--- src/rtl/kri_ram.sv ---
`timescale 1ns / 1ps
module kri_ram #(
   parameter int WIDTH = 8,
   parameter int DEPTH = 16
) (
   input  logic                                      clock,
   input  logic                                      wr_en,
   input  logic [(DEPTH > 1 ? $clog2(DEPTH) : 1)-1:0] wr_addr,
   input  logic [WIDTH-1:0]                          wr_data,
   input  logic                                      rd_en,
   input  logic [(DEPTH > 1 ? $clog2(DEPTH) : 1)-1:0] rd_addr,
   output logic [WIDTH-1:0]                          rd_data
);
   logic [WIDTH-1:0] mem_ff [DEPTH];
   logic [WIDTH-1:0] rd_data_ff;

   always_ff @(posedge clock) begin
      if (wr_en) begin
         mem_ff[wr_addr] <= wr_data;
      end
      if (rd_en) begin
         rd_data_ff <= mem_ff[rd_addr];
      end
   end

   assign rd_data = rd_data_ff;
endmodule

--- config.mk ---
export PLATFORM = sky130hd
export DESIGN_NAME = kri_ram
export DESIGN_NICKNAME = d
export VERILOG_FILES = /design/src/rtl/kri_ram.sv
export SDC_FILE = /design/constraint.sdc
export NUM_CORES = 1
export LEC_CHECK = 0
export ABC_AREA = 1
export BUFFER_PORTS_ARGS = -buffer_cell sky130_fd_sc_hd__buf_2
export CAP_MARGIN = 5
export CORE_AREA = 2 2 112 114
export CTS_CLUSTER_DIAMETER = 60
export DETAILED_ROUTE_END_ITERATION = 10
export DIE_AREA = 0 0 114 116
export HOLD_SLACK_MARGIN = 0.05
export PLACE_DENSITY = 0.64
export SYNTH_ARGS = -nofsm -noshare
export SYNTH_HDL_FRONTEND = slang
export SYNTH_SLANG_ARGS = --single-unit
--- constraint.sdc ---
create_clock -name clock -period 1.3 [get_ports clock]
set_input_delay 0.065 -clock clock [delete_from_list [all_inputs] [get_ports clock]]
set_output_delay 0.065 -clock clock [all_outputs]
set_load 0.01 [all_outputs]
==> results.md <==
| Stage | Quantity | This run |
| --- | --- | --- |
| logic synthesis | Cell types occupying the most area after synthesis | sky130_fd_sc_hd__edfxtp_1, sky130_fd_sc_hd__nand2_1, sky130_fd_sc_hd__nand3_1 |
| route | Number of antenna-violating nets in the routed design | 0 |
| logic synthesis | Post-synth EDFFs | 136 |
| logic synthesis | Synthesized-area fraction occupied by adder cells | 0% |
| route | Routed wire per std cell | 16.9 um |
| logic synthesis | Most frequent cell after synthesis | sky130_fd_sc_hd__nand2_1 |
| pwr | Peak supply drop | 1070 uV |
| clock network | Cts bufs inserted | 17 |
| outcome | Run status | finished, final reports clean |
| logic synthesis | Post-synthesis cell type with the largest combined area | sky130_fd_sc_hd__edfxtp_1 |
| timing | Timing-limited maximum frequency | 845 MHz |
| worst setup path | CP startpoint kind | flop |
| route | Drt first-iter violations | 345 |
| job | Count of max-cap constraint violations | 0 |
| clock network | Buffers from clock root to sink, at most | 2 |
| floorplan | Ports placed on the boundary | 27 |
| pwr | Total power per unit cell area | 1450 nW/um^2 |
| finish | Net count of the finished layout | 620 |
| global routing | Total global routing track utilization | 20.8% |
| timing | Worst clock skew on the final layout | 0.00869 ns |
| timing | Worst slew pin tran | 0.634 ns |
| logic synthesis | Ys flop type | sky130_fd_sc_hd__edfxtp_1 |
| global routing | First-pass GRT wire length | 19500 um |
| global routing | Via count of the first global-routing pass | 3572 |
| floorplan | Number of rows in the core area | 40 |
| placement | Number of placed instances, taps included | 728 |
| finish | Antenna Diode Count | 0 |
| route | DRC viols | 0 |
| logic synthesis | Post-Synthesis Cell Area | 5850 um^2 |
| clock network | CTS HTree Levels | 4 |
| worst setup path | Reg-to-reg setup timing slack | 0.12 ns |
| logic synthesis | Synthesized-area fraction occupied by ao, oa, aoi and oai cells | 0% |
| logic synthesis | Cell count after synthesis | 551 |
| worst setup path | Worst Path Class, Setup | flop to flop |
| global routing | Total congestion overflow after global routing | 0 |
| timing | Final clock period utilization by the worst path | 91.1% |
| logic synthesis | Main combinational cell family by area after synthesis | simple AND/OR/NAND/NOR gates |
| timing | Fin. Hold Viols | 0 |
| floorplan | Die outline area | 13200 um^2 |
| route | Via count | 3804 |
| timing | Setup repair after global routing missed its margin | no |
| logic synthesis | Multiplexer area fraction after synthesis | 0% |
| logic synthesis | Count of synthesis-stage warnings from yosys | 0 |
| logic synthesis | Net count after synthesis | 570 |
| worst setup path | Worst reg2reg endpoint | rd_data[7]$_DFFE_PP_ |
| placement | PortBufs | 26 |
| clock network | Post-CTS Hold Buffers | 1 |
| timing | Final setup vio count | 0 |
| clock network | Buffer count from post-CTS setup fixing | 0 |
| worst setup path | Cell depth of the worst flop-to-flop path | 6 |
| global routing | Antenna violations before repair | 0 |
| logic synthesis | Yosys reg bits | 136 |
| logic synthesis | Share of synthesized flip-flops with an asynchronous set or reset | 0% |
| timing | Final Critical Period | 1.18 ns |
| clock network | Clk Latency, worst-skew pair | 0.42 ns |
| finish | Non-filler instance count after layout | 758 |
| logic synthesis | Post-synthesis xor/xnor area fraction | 0% |
| route | Per-cell via count in the routed design | 5.02 |
| worst setup path | Crit path capture type | flop |
| finish | Fraction of final layout cells with drive strength greater than 1 | 12.8% |
| clock network | Clock-pin slew on the worst setup and hold paths | 0.05 ns |
| clock network | Clock sink count | 136 |
| worst setup path | Data arrival at the endpoint of the critical path | 1.35 ns |
| finish | Layout-stage area growth over the synthesis result | 15.5% |
| worst hold path | Classification of the worst-slack hold path | input pin to flop |
| floorplan | Initial Util | 49.1% |
| route | Wire length after detailed routing | 12800 um |
| logic synthesis | Number of different library cells in the post-synthesis netlist | 11 |
| logic synthesis | Post-synth top area share | 69.8% |
| route | Number of iterations in the first detailed-routing pass | 5 |
| worst setup path | Required time at the endpoint of the critical path | 1.46 ns |
| worst hold path | Hold Path Stages | 1 |
| worst setup path | Worst-path fanout max | 1 |
| logic synthesis | Share of the yosys chip area belonging to registers | 69.8% |
| placement | HPWL reported at the end of detailed placement | 7910 um |
| floorplan | Width of the chip | 114 um |
| worst hold path | Worst Min Path Start | wr_data[7] |
| clock network | CTS tree | done |
| worst setup path | Beginning of the critical path | mem_ff[1][7]$_DFFE_PP_ |
| placement | RD Place Congestion | 0.871 |
| worst setup path | Critical register-to-register path startpoint | mem_ff[1][7]$_DFFE_PP_ |
| logic synthesis | Simple-gate share of the synthesized area | 20.8% |
| logic synthesis | Ranking of synthesized cells by instance count | sky130_fd_sc_hd__nand2_1, sky130_fd_sc_hd__edfxtp_1, sky130_fd_sc_hd__inv_1 |
| timing | Tightest slew margin relative to the limit | 57.7% |
| clock network | Root buf cell | sky130_fd_sc_hd__clkbuf_16 |
| floorplan | Vertical die dimension | 116 um |
| floorplan | Placeable core area | 11900 um^2 |
| logic synthesis | Mean Syn Cell Area | 10.6 um^2 |
| finish | Final cell utilization of the core | 56.7% |
| clock network | Post-CTS Resized | 0 |
| timing | Final slew viol count | 0 |
| pwr | Leak pwr | 0.00294 uW |
| global routing | Maximum number of pins on one net before global-route repair | 33 |
| worst hold path | Worst Hold End | mem_ff[2][7]$_DFFE_PP_ |
how the worst max path moves through the flow:
stage	end	slack [ns]	cells past startpoint
floorplan	mem_ff[10][0]$_DFFE_PP_	0.28	2
global placement	rd_data[6]$_DFFE_PP_	-0.06	6
detailed placement	rd_data[6]$_DFFE_PP_	-0.08	6
CTS	rd_data[7]$_DFFE_PP_	0.13	6
global route	rd_data[7]$_DFFE_PP_	0.06	6
finish	rd_data[7]$_DFFE_PP_	0.12	6
worst max-delay path, stage by stage (launching register included):
cell and delay (ns):
sky130_fd_sc_hd__edfxtp_1 0.35, sky130_fd_sc_hd__inv_1 0.06, sky130_fd_sc_hd__nand2_1 0.04, sky130_fd_sc_hd__nand3_1 0.12, sky130_fd_sc_hd__nand3_1 0.14, sky130_fd_sc_hd__nand3_1 0.15
sky130_fd_sc_hd__nand2_1 0.07
layer usage:
| layer | GRT usage, % | up-vias | routed length, um | share of wire (%) |
|---|---|---|---|---|
| li1 | - | 1872 | - | - |
| met1 | 27.6 | 1791 | 5670 | 44 |
| met2 | 32.3 | 122 | 6070 | 47 |
| met3 | 5.28 | 19 | 775 | 6.1 |
| met4 | 9.84 | 0 | 285 | 2.2 |
| met5 | 0 | - | 0 | 0 |
flip-flops by register name, summed over array words and instances, names as in the netlist:
name and count:
mem_ff 128, rd_data 8
placed cells by master (no fill, tap or decap), drive strengths merged:
cell | Yosys | layout
buf | 24 | 54
bufinv | 0 | 1
dlygate4sd3 | 0 | 1
clkinv | 0 | 5
inv | 102 | 102
clkbuf | 0 | 23
nand2 | 173 | 173
edfxtp | 136 | 136
nand3b | 2 | 2
nand3 | 97 | 97
nor2 | 17 | 17
through the flow:
stage	area, um^2	setup TNS, ns	total power, uW	hold WS, ns	setup slack, ns
final	6750	0	9780	0.0577	0.116
after global placement	6240	-0.142	5670	0.446	-0.0551
after detailed placement	6240	-0.260	5680	0.445	-0.0814
after global routing	6750	0	10100	0.0708	0.0638
after floorplan	5850	0	5410	0.164	0.284
after CTS	6750	0	9840	0.0593	0.130
power breakdown:
part           leakage (uW)  internal (uW)  switching [uW]
combinational       0.00146            193             429
clock              0.000248           2570            1610
sequential          0.00124           4940            28.0
area by class of cell:
cell class                      instances  area [um^2]
Timing Repair Buffer                   55          388
Inverter                              102          383
Clock buffer                           23          448
Clock inverter                          6         53.8
Sequential cell                       136         4080
Multi-Input combinational cell        289         1210
Fill cell                            1042         5160
Tap cell                              147          184
cells by family after synthesis:
| family | after synthesis |
|---|---|
| buffers and inverters | 126 |
| AND/OR/NAND/NOR | 289 |
| flip-flops | 136 |
No activity file was read; power rests on OpenSTA's default activity.
