--- config.mk ---
export PLATFORM = sky130hd
export DESIGN_NAME = kri_div
export DESIGN_NICKNAME = d
export VERILOG_FILES = /design/src/rtl/kri_pkg.sv /design/src/rtl/kri_div.sv
export SDC_FILE = /design/constraint.sdc
export NUM_CORES = 1
export LEC_CHECK = 0
export BUFFER_PORTS_ARGS = -buffer_cell sky130_fd_sc_hd__buf_2
export CAP_MARGIN = 25
export CORE_MARGIN = 3
export CORE_UTILIZATION = 40
export DETAILED_ROUTE_END_ITERATION = 16
export HOLD_SLACK_MARGIN = 0.08
export PLACE_DENSITY = 0.61
export SLEW_MARGIN = 40
export SYNTH_ARGS = -nofsm -noshare
export SYNTH_HDL_FRONTEND = slang
export SYNTH_SLANG_ARGS = --single-unit
--- constraint.sdc ---
create_clock -name clock -period 3.2 [get_ports clock]
set_input_delay 0.32 -clock clock [delete_from_list [all_inputs] [get_ports clock]]
set_output_delay 0.32 -clock clock [all_outputs]
set_load 0.02 [all_outputs]
--- src/rtl/kri_pkg.sv ---
`timescale 1ns / 1ps
package kri_pkg;
   localparam int MAX_PARTS_DEF   = 16;
   localparam int MAX_KEYS_DEF    = 16;
   localparam int MAX_MOTIONS_DEF = 8;
   localparam int NUM_PARTS_W     = 5;
   localparam int ANGLE_W         = 16;
   localparam int DIVIDEND_W      = 17;
   localparam int FRAME_W         = 8;

   localparam logic signed [17:0] ANGLE_HALF = 18'sd12861;
   localparam logic signed [17:0] ANGLE_FULL = 18'sd25723;
   localparam logic signed [17:0] ANGLE_MAX  = 18'sd32767;
   localparam logic signed [17:0] ANGLE_MIN  = -18'sd32768;

   typedef enum logic [1:0] {
      CMD_TICK = 2'd0,
      CMD_ROT  = 2'd1,
      CMD_FRM  = 2'd2,
      CMD_HDR  = 2'd3
   } cmd_type;

   typedef logic [2:0][ANGLE_W-1:0] rot_type;

   typedef struct packed {
      logic [1:0]         command;
      logic [2:0]         motion;
      logic [3:0]         key_index;
      logic [3:0]         part_index;
      logic signed [15:0] rot_x;
      logic signed [15:0] rot_y;
      logic signed [15:0] rot_z;
      logic [7:0]         frame_count;
      logic [4:0]         key_count;
      logic               loop_flag;
   } req_type;

   typedef struct packed {
      logic [3:0]         out_part;
      logic signed [15:0] out_rot_x;
      logic signed [15:0] out_rot_y;
      logic signed [15:0] out_rot_z;
      logic [4:0]         out_key;
      logic               last_part;
   } rsp_type;

   function automatic logic [ANGLE_W-1:0] wrap_angle(input logic signed [17:0] v);
      logic signed [17:0] w;
      w = v;
      if (w > ANGLE_HALF) begin
         w = w - ANGLE_FULL;
      end else if (w < -ANGLE_HALF) begin
         w = w + ANGLE_FULL;
      end
      if (w > ANGLE_MAX) begin
         w = ANGLE_MAX;
      end else if (w < ANGLE_MIN) begin
         w = ANGLE_MIN;
      end
      return w[ANGLE_W-1:0];
   endfunction
endpackage

--- src/rtl/kri_div.sv ---
`timescale 1ns / 1ps
module kri_div (
   input  logic                                    clock,
   input  logic                                    reset,
   input  logic                                    go,
   input  logic signed [kri_pkg::DIVIDEND_W-1:0]   dividend,
   input  logic [kri_pkg::FRAME_W-1:0]             divisor,
   output logic                                    done,
   output logic signed [kri_pkg::DIVIDEND_W-1:0]   quotient
);
   import kri_pkg::*;

   localparam int MAG_W = DIVIDEND_W - 1;
   localparam int CNT_W = $clog2(MAG_W + 1);

   logic                 busy_ff, busy_in;
   logic                 done_ff, done_in;
   logic [CNT_W-1:0]     cnt_ff, cnt_in;
   logic [FRAME_W-1:0]   rem_ff, rem_in;
   logic [MAG_W-1:0]     quo_ff, quo_in;
   logic [FRAME_W-1:0]   den_ff, den_in;
   logic                 neg_ff, neg_in;
   logic [FRAME_W:0]     trial;
   logic [DIVIDEND_W-1:0] mag;

   always_comb begin
      mag     = dividend[DIVIDEND_W-1] ? (~dividend + 1'b1) : dividend;
      trial   = {rem_ff, quo_ff[MAG_W-1]} - {1'b0, den_ff};
      busy_in = busy_ff;
      done_in = 1'b0;
      cnt_in  = cnt_ff;
      rem_in  = rem_ff;
      quo_in  = quo_ff;
      den_in  = den_ff;
      neg_in  = neg_ff;
      if (go) begin
         busy_in = 1'b1;
         cnt_in  = '0;
         rem_in  = '0;
         quo_in  = mag[MAG_W-1:0];
         den_in  = divisor;
         neg_in  = dividend[DIVIDEND_W-1];
      end else if (busy_ff) begin
         if (trial[FRAME_W]) begin
            rem_in = {rem_ff[FRAME_W-2:0], quo_ff[MAG_W-1]};
            quo_in = {quo_ff[MAG_W-2:0], 1'b0};
         end else begin
            rem_in = trial[FRAME_W-1:0];
            quo_in = {quo_ff[MAG_W-2:0], 1'b1};
         end
         cnt_in = cnt_ff + 1'b1;
         if (cnt_ff == CNT_W'(MAG_W - 1)) begin
            busy_in = 1'b0;
            done_in = 1'b1;
         end
      end
   end

   always_ff @(posedge clock) begin
      if (reset) begin
         busy_ff <= 1'b0;
         done_ff <= 1'b0;
      end else begin
         busy_ff <= busy_in;
         done_ff <= done_in;
      end
      cnt_ff <= cnt_in;
      rem_ff <= rem_in;
      quo_ff <= quo_in;
      den_ff <= den_in;
      neg_ff <= neg_in;
   end

   assign done     = done_ff;
   assign quotient = neg_ff ? -$signed({1'b0, quo_ff}) : $signed({1'b0, quo_ff});
endmodule

==> impl_summary.txt <==
----------------------------------------------------
[Cells and area]
  ANT cells ... 0
  Footprint of the multi-input gates ... 1403 sq um
  Nets@finish ... 361
  Signed area change from the synthesized netlist to the final layout ... 14.68%
  Share of final-layout standard cells stronger than drive strength 1 ... 0.1931
  Seq. cell area ... 1051 sq um
  Final-layout fill cell count ... 589
  Final Instance Count excl. Fillers ... 396

[Synth]
  Post-synthesis instance total ... 278
  Share of synthesized registers carrying an async set or reset ... 0
  Register bit total from synthesis ... 40
  Mapped Nets ... 319
  Number of enable-type register cells in the synthesized netlist ... 25
  Sequential cell area fraction in the yosys report ... 0.4084
  Top FF cell, synth ... edfxtp_1
  Unique masters post-synth ... 45
  YS warnings ... 0
  Syn avg cell area ... 9.258 sq um
  Post-synthesis cell area ... 2574 sq um

[Clock network]
  Clock slew at the register clock pins of the worst setup and hold paths ... 0.08 ns
  Clock root buffer master ... clkbuf_8
  Number of setup buffers added after CTS ... 0
  CTS sink cnt ... 40
  TritonCTS clock tree ... done
  Maximum count of clock buffers along a single path ... 2
  Number of clock buffers inserted by TritonCTS ... 5
  Number of hold buffers added after cts ... 0
  Post-cts resize count ... 0
  H-tree depth ... 2
  Clock insertion delay at the later pin of the skew report ... 0.29 ns

[Placement]
  Buffers added on ports ... 45
  Count of placed standard cells including taps ... 388
  Final Wtd Congestion ... 0.7644
  HPWL after DPL ... 3977 um

[Worst setup path]
  CP startpoint kind ... register
  Setup crit end kind ... register
  Crit path buffers/inverters ... 1
  Cells traversed along the worst timing path ... inv_1, ha_1, fa_1, nand2b_1, a211oi_1, mux2i_1, nor2_1, or4_1, a311oi_1
  CP delay by family, top ... simple AND/OR/NAND/NOR gates
  Minimum setup slack among reg-to-reg paths ... 0.35 ns
  Worst EP arrival ... 3.05 ns
  Reg2reg path depth ... 9
  Crit path max-delay cell type ... or4_1
  Slowest stage delay, CP ... 0.54 ns
  Critical path data required time ... 3.40 ns
  Origin of the critical flop-to-flop path ... quo_ff[15]$_DFFE_PP_
  Crit path max fanout ... 6
  Source of the critical timing path ... quo_ff[15]$_DFFE_PP_
  Kind of critical path ... register to register
  Worst reg2reg path endpoint ... rem_ff[6]$_SDFFE_PP0P_

[Worst hold path]
  Cells on Worst Hold Path ... 1
  Hold_sp ... divisor[5]
  Path class of the lowest-slack min-delay path ... input pin to register
  Hold Path Sink ... den_ff[5]$_DFFE_PP_

[STA]
  Final number of max-transition violations ... 0
  Final-layout setup total negative slack ... 0 ns
  Setup repair after global routing missed its margin ... false
  Headroom to the max-slew limit ... 0.6359
  Final count of negative-setup-slack endpoints ... 0
  Fmax ... 351.1 MHz
  Final hold violation count ... 0
  Final period utilization ... 0.8900
  Min Tclk post-route ... 2.848 ns
  Clk_skew ... 0.006620 ns
  Actual slew at the worst max-slew pin ... 0.5425 ns

[Power]
  Combinational power share ... 0.297
  Switching Share ... 0.3322
  Fraction of power consumed by sequential logic ... 0.459
  Portion of total power attributed to the clock network ... 0.244
  Int Pwr ... 0.9550 mW
  Power Density ... 484.5 nW/um^2
  Max IR drop VDD ... 182.5 uV
  Leakage component of the power ... 1.216 nW
  Switching Power ... 0.4751 mW

[Global routing]
  Antenna violations before repair ... 0
  Number of global-route vias before repair ... 2,005
  Maximum number of pins on one net before global-route repair ... 32
  Aggregate global-route resource usage ... 0.1500
  Overflow left after global routing ... 0
  First-pass GRT wire length ... 8956 um

[Job]
  Number of max-capacitance violations reported ... 0

[Routing]
  Routed WL ... 5369 um
  Routed via count divided by cell count ... 5.295
  Antenna Nets Post-Route ... 0
  Initial DRT Pass Iterations ... 4
  DR vias ... 2,097
  Number of DRC markers after the initial detailed-route iteration ... 97
  Post-DR wirelength/cell ... 13.56 um
  DRC viols ... 0

[Die]
  Number of I/O pins ... 46
  Die boundary width ... 86.22 um
  Standard cell core area ... 6061 sq um
  Starting Density ... 0.4246
  Number of rows created at floorplan ... 28
  Die Area ... 7433 sq um
  Die height ... 86.22 um

[Outcome]
  Result of the run ... finished clean

----------------------------------------------------
-- stage by stage --
| step | worst slack (ns) | util | cell area [sq um] | total power [mW] | hold slack [ns] |
|---|---|---|---|---|---|
| finish | 0.3520 | 0.4870 | 2952 | 1.430 | 0.2003 |
| detailed placement | 0.3762 | 0.4717 | 2859 | 1.093 | 0.4852 |
| floorplan | 0.6491 | - | 2574 | 0.9674 | 0.3924 |
| CTS | 0.3305 | 0.4870 | 2952 | 1.448 | 0.1933 |
| global placement | 0.5022 | 0.4717 | 2859 | 1.087 | 0.4757 |
| global route | 0.1784 | 0.4870 | 2952 | 1.520 | 0.1948 |
-- synthesized netlist by cell type, types with 2 or more instances --
master	n	area, sq um
nor2_1	34	127.6
edfxtp_1	25	750.7
xor2_1	21	183.9
a21oi_1	19	95.09
nand2_1	19	71.32
inv_1	17	63.81
dfxtp_1	15	300.3
o21ai_0	13	65.06
xnor2_1	13	113.9
ha_1	12	150.1
clkbuf_1	9	33.78
a211oi_1	8	60.06
nand2b_1	8	50.05
o31ai_1	8	60.06
mux2i_1	7	70.07
or3_1	5	31.28
nor3_1	4	20.02
nor4_1	4	25.02
nand3_1	3	15.01
nor4b_1	3	26.28
o41ai_1	3	26.28
buf_1	2	7.510
buf_4	2	15.01
nand4b_1	2	17.52
nor2b_1	2	12.51
-- flip-flops by register name, indices dropped and copies added, names as in the netlist --
| signal | flops |
|---|---|
| busy_ff | 1 |
| cnt_ff | 5 |
| den_ff | 8 |
| done | 1 |
| neg_ff | 1 |
| quo_ff | 16 |
| rem_ff | 8 |
-- worst max-delay path by stage --
stage	depth (start not counted)	slack, ns	to
2_1_floorplan	9	0.65	rem_ff[6]$_SDFFE_PP0P_
3_3_place_gp	9	0.50	rem_ff[6]$_SDFFE_PP0P_
3_5_place_dp	9	0.38	rem_ff[6]$_SDFFE_PP0P_
4_1_cts	9	0.33	rem_ff[6]$_SDFFE_PP0P_
5_1_grt	9	0.18	rem_ff[6]$_SDFFE_PP0P_
6_report	9	0.35	rem_ff[6]$_SDFFE_PP0P_
-- power by group through the flow --
stage / logic [mW] / clock network (mW) / registers [mW]
after floorplan: 0.319 / 0 / 0.648
after global placement: 0.419 / 0 / 0.668
after detailed placement: 0.424 / 0 / 0.669
after CTS: 0.428 / 0.363 / 0.657
after global routing: 0.477 / 0.378 / 0.666
final: 0.424 / 0.349 / 0.656
-- kinds of logic after synthesis --
kind of cell               share of synthesized area
AOI/OAI and AO/OA                             0.1517
and+or+nand+nor                               0.1799
muxes                                        0.03160
buffers and inverters                        0.04667
DFF                                           0.4084
adders and majority gates                    0.06611
xor gates and xnor gates                      0.1157
-- per-layer routing --
| layer | routed length (um) | vias to the layer above | part of all wire | global-route usage |
|---|---|---|---|---|
| li1 | - | 1074 | - | - |
| met1 | 2448 | 961 | 0.46 | 0.1974 |
| met4 | 58 | 0 | 0.011 | 0.04533 |
| met2 | 2577 | 58 | 0.48 | 0.2502 |
| met5 | 0 | - | 0 | 0 |
| met3 | 285 | 4 | 0.053 | 0.02947 |
-- placed cells by master, fill, tap and decap left out, types with 4 or more instances in the layout --
| master | n |
|---|---|
| mux2i_1 | 7 |
| clkbuf_8 | 6 |
| edfxtp_1 | 25 |
| buf_2 | 45 |
| ha_1 | 12 |
| inv_1 | 17 |
| nor4_1 | 4 |
| dfxtp_1 | 15 |
| xnor2_1 | 13 |
| nor3_1 | 4 |
| nor2_1 | 34 |
| o31ai_1 | 8 |
| a211oi_1 | 8 |
| or3_1 | 5 |
| nand2_1 | 19 |
| o21ai_0 | 13 |
| nand2b_1 | 8 |
| a21oi_1 | 19 |
| xor2_1 | 21 |
-- cell type report --
class	count	share of cell area
multi-input cells	208	0.4752
flip-flops and latches	40	0.3561
repair buffers	48	0.08393
well taps	75	0.03179
clock buffers	6	0.02798
inverters	17	0.02162
clock inverters	2	0.003391
No activity file was read; power rests on OpenSTA's default activity.
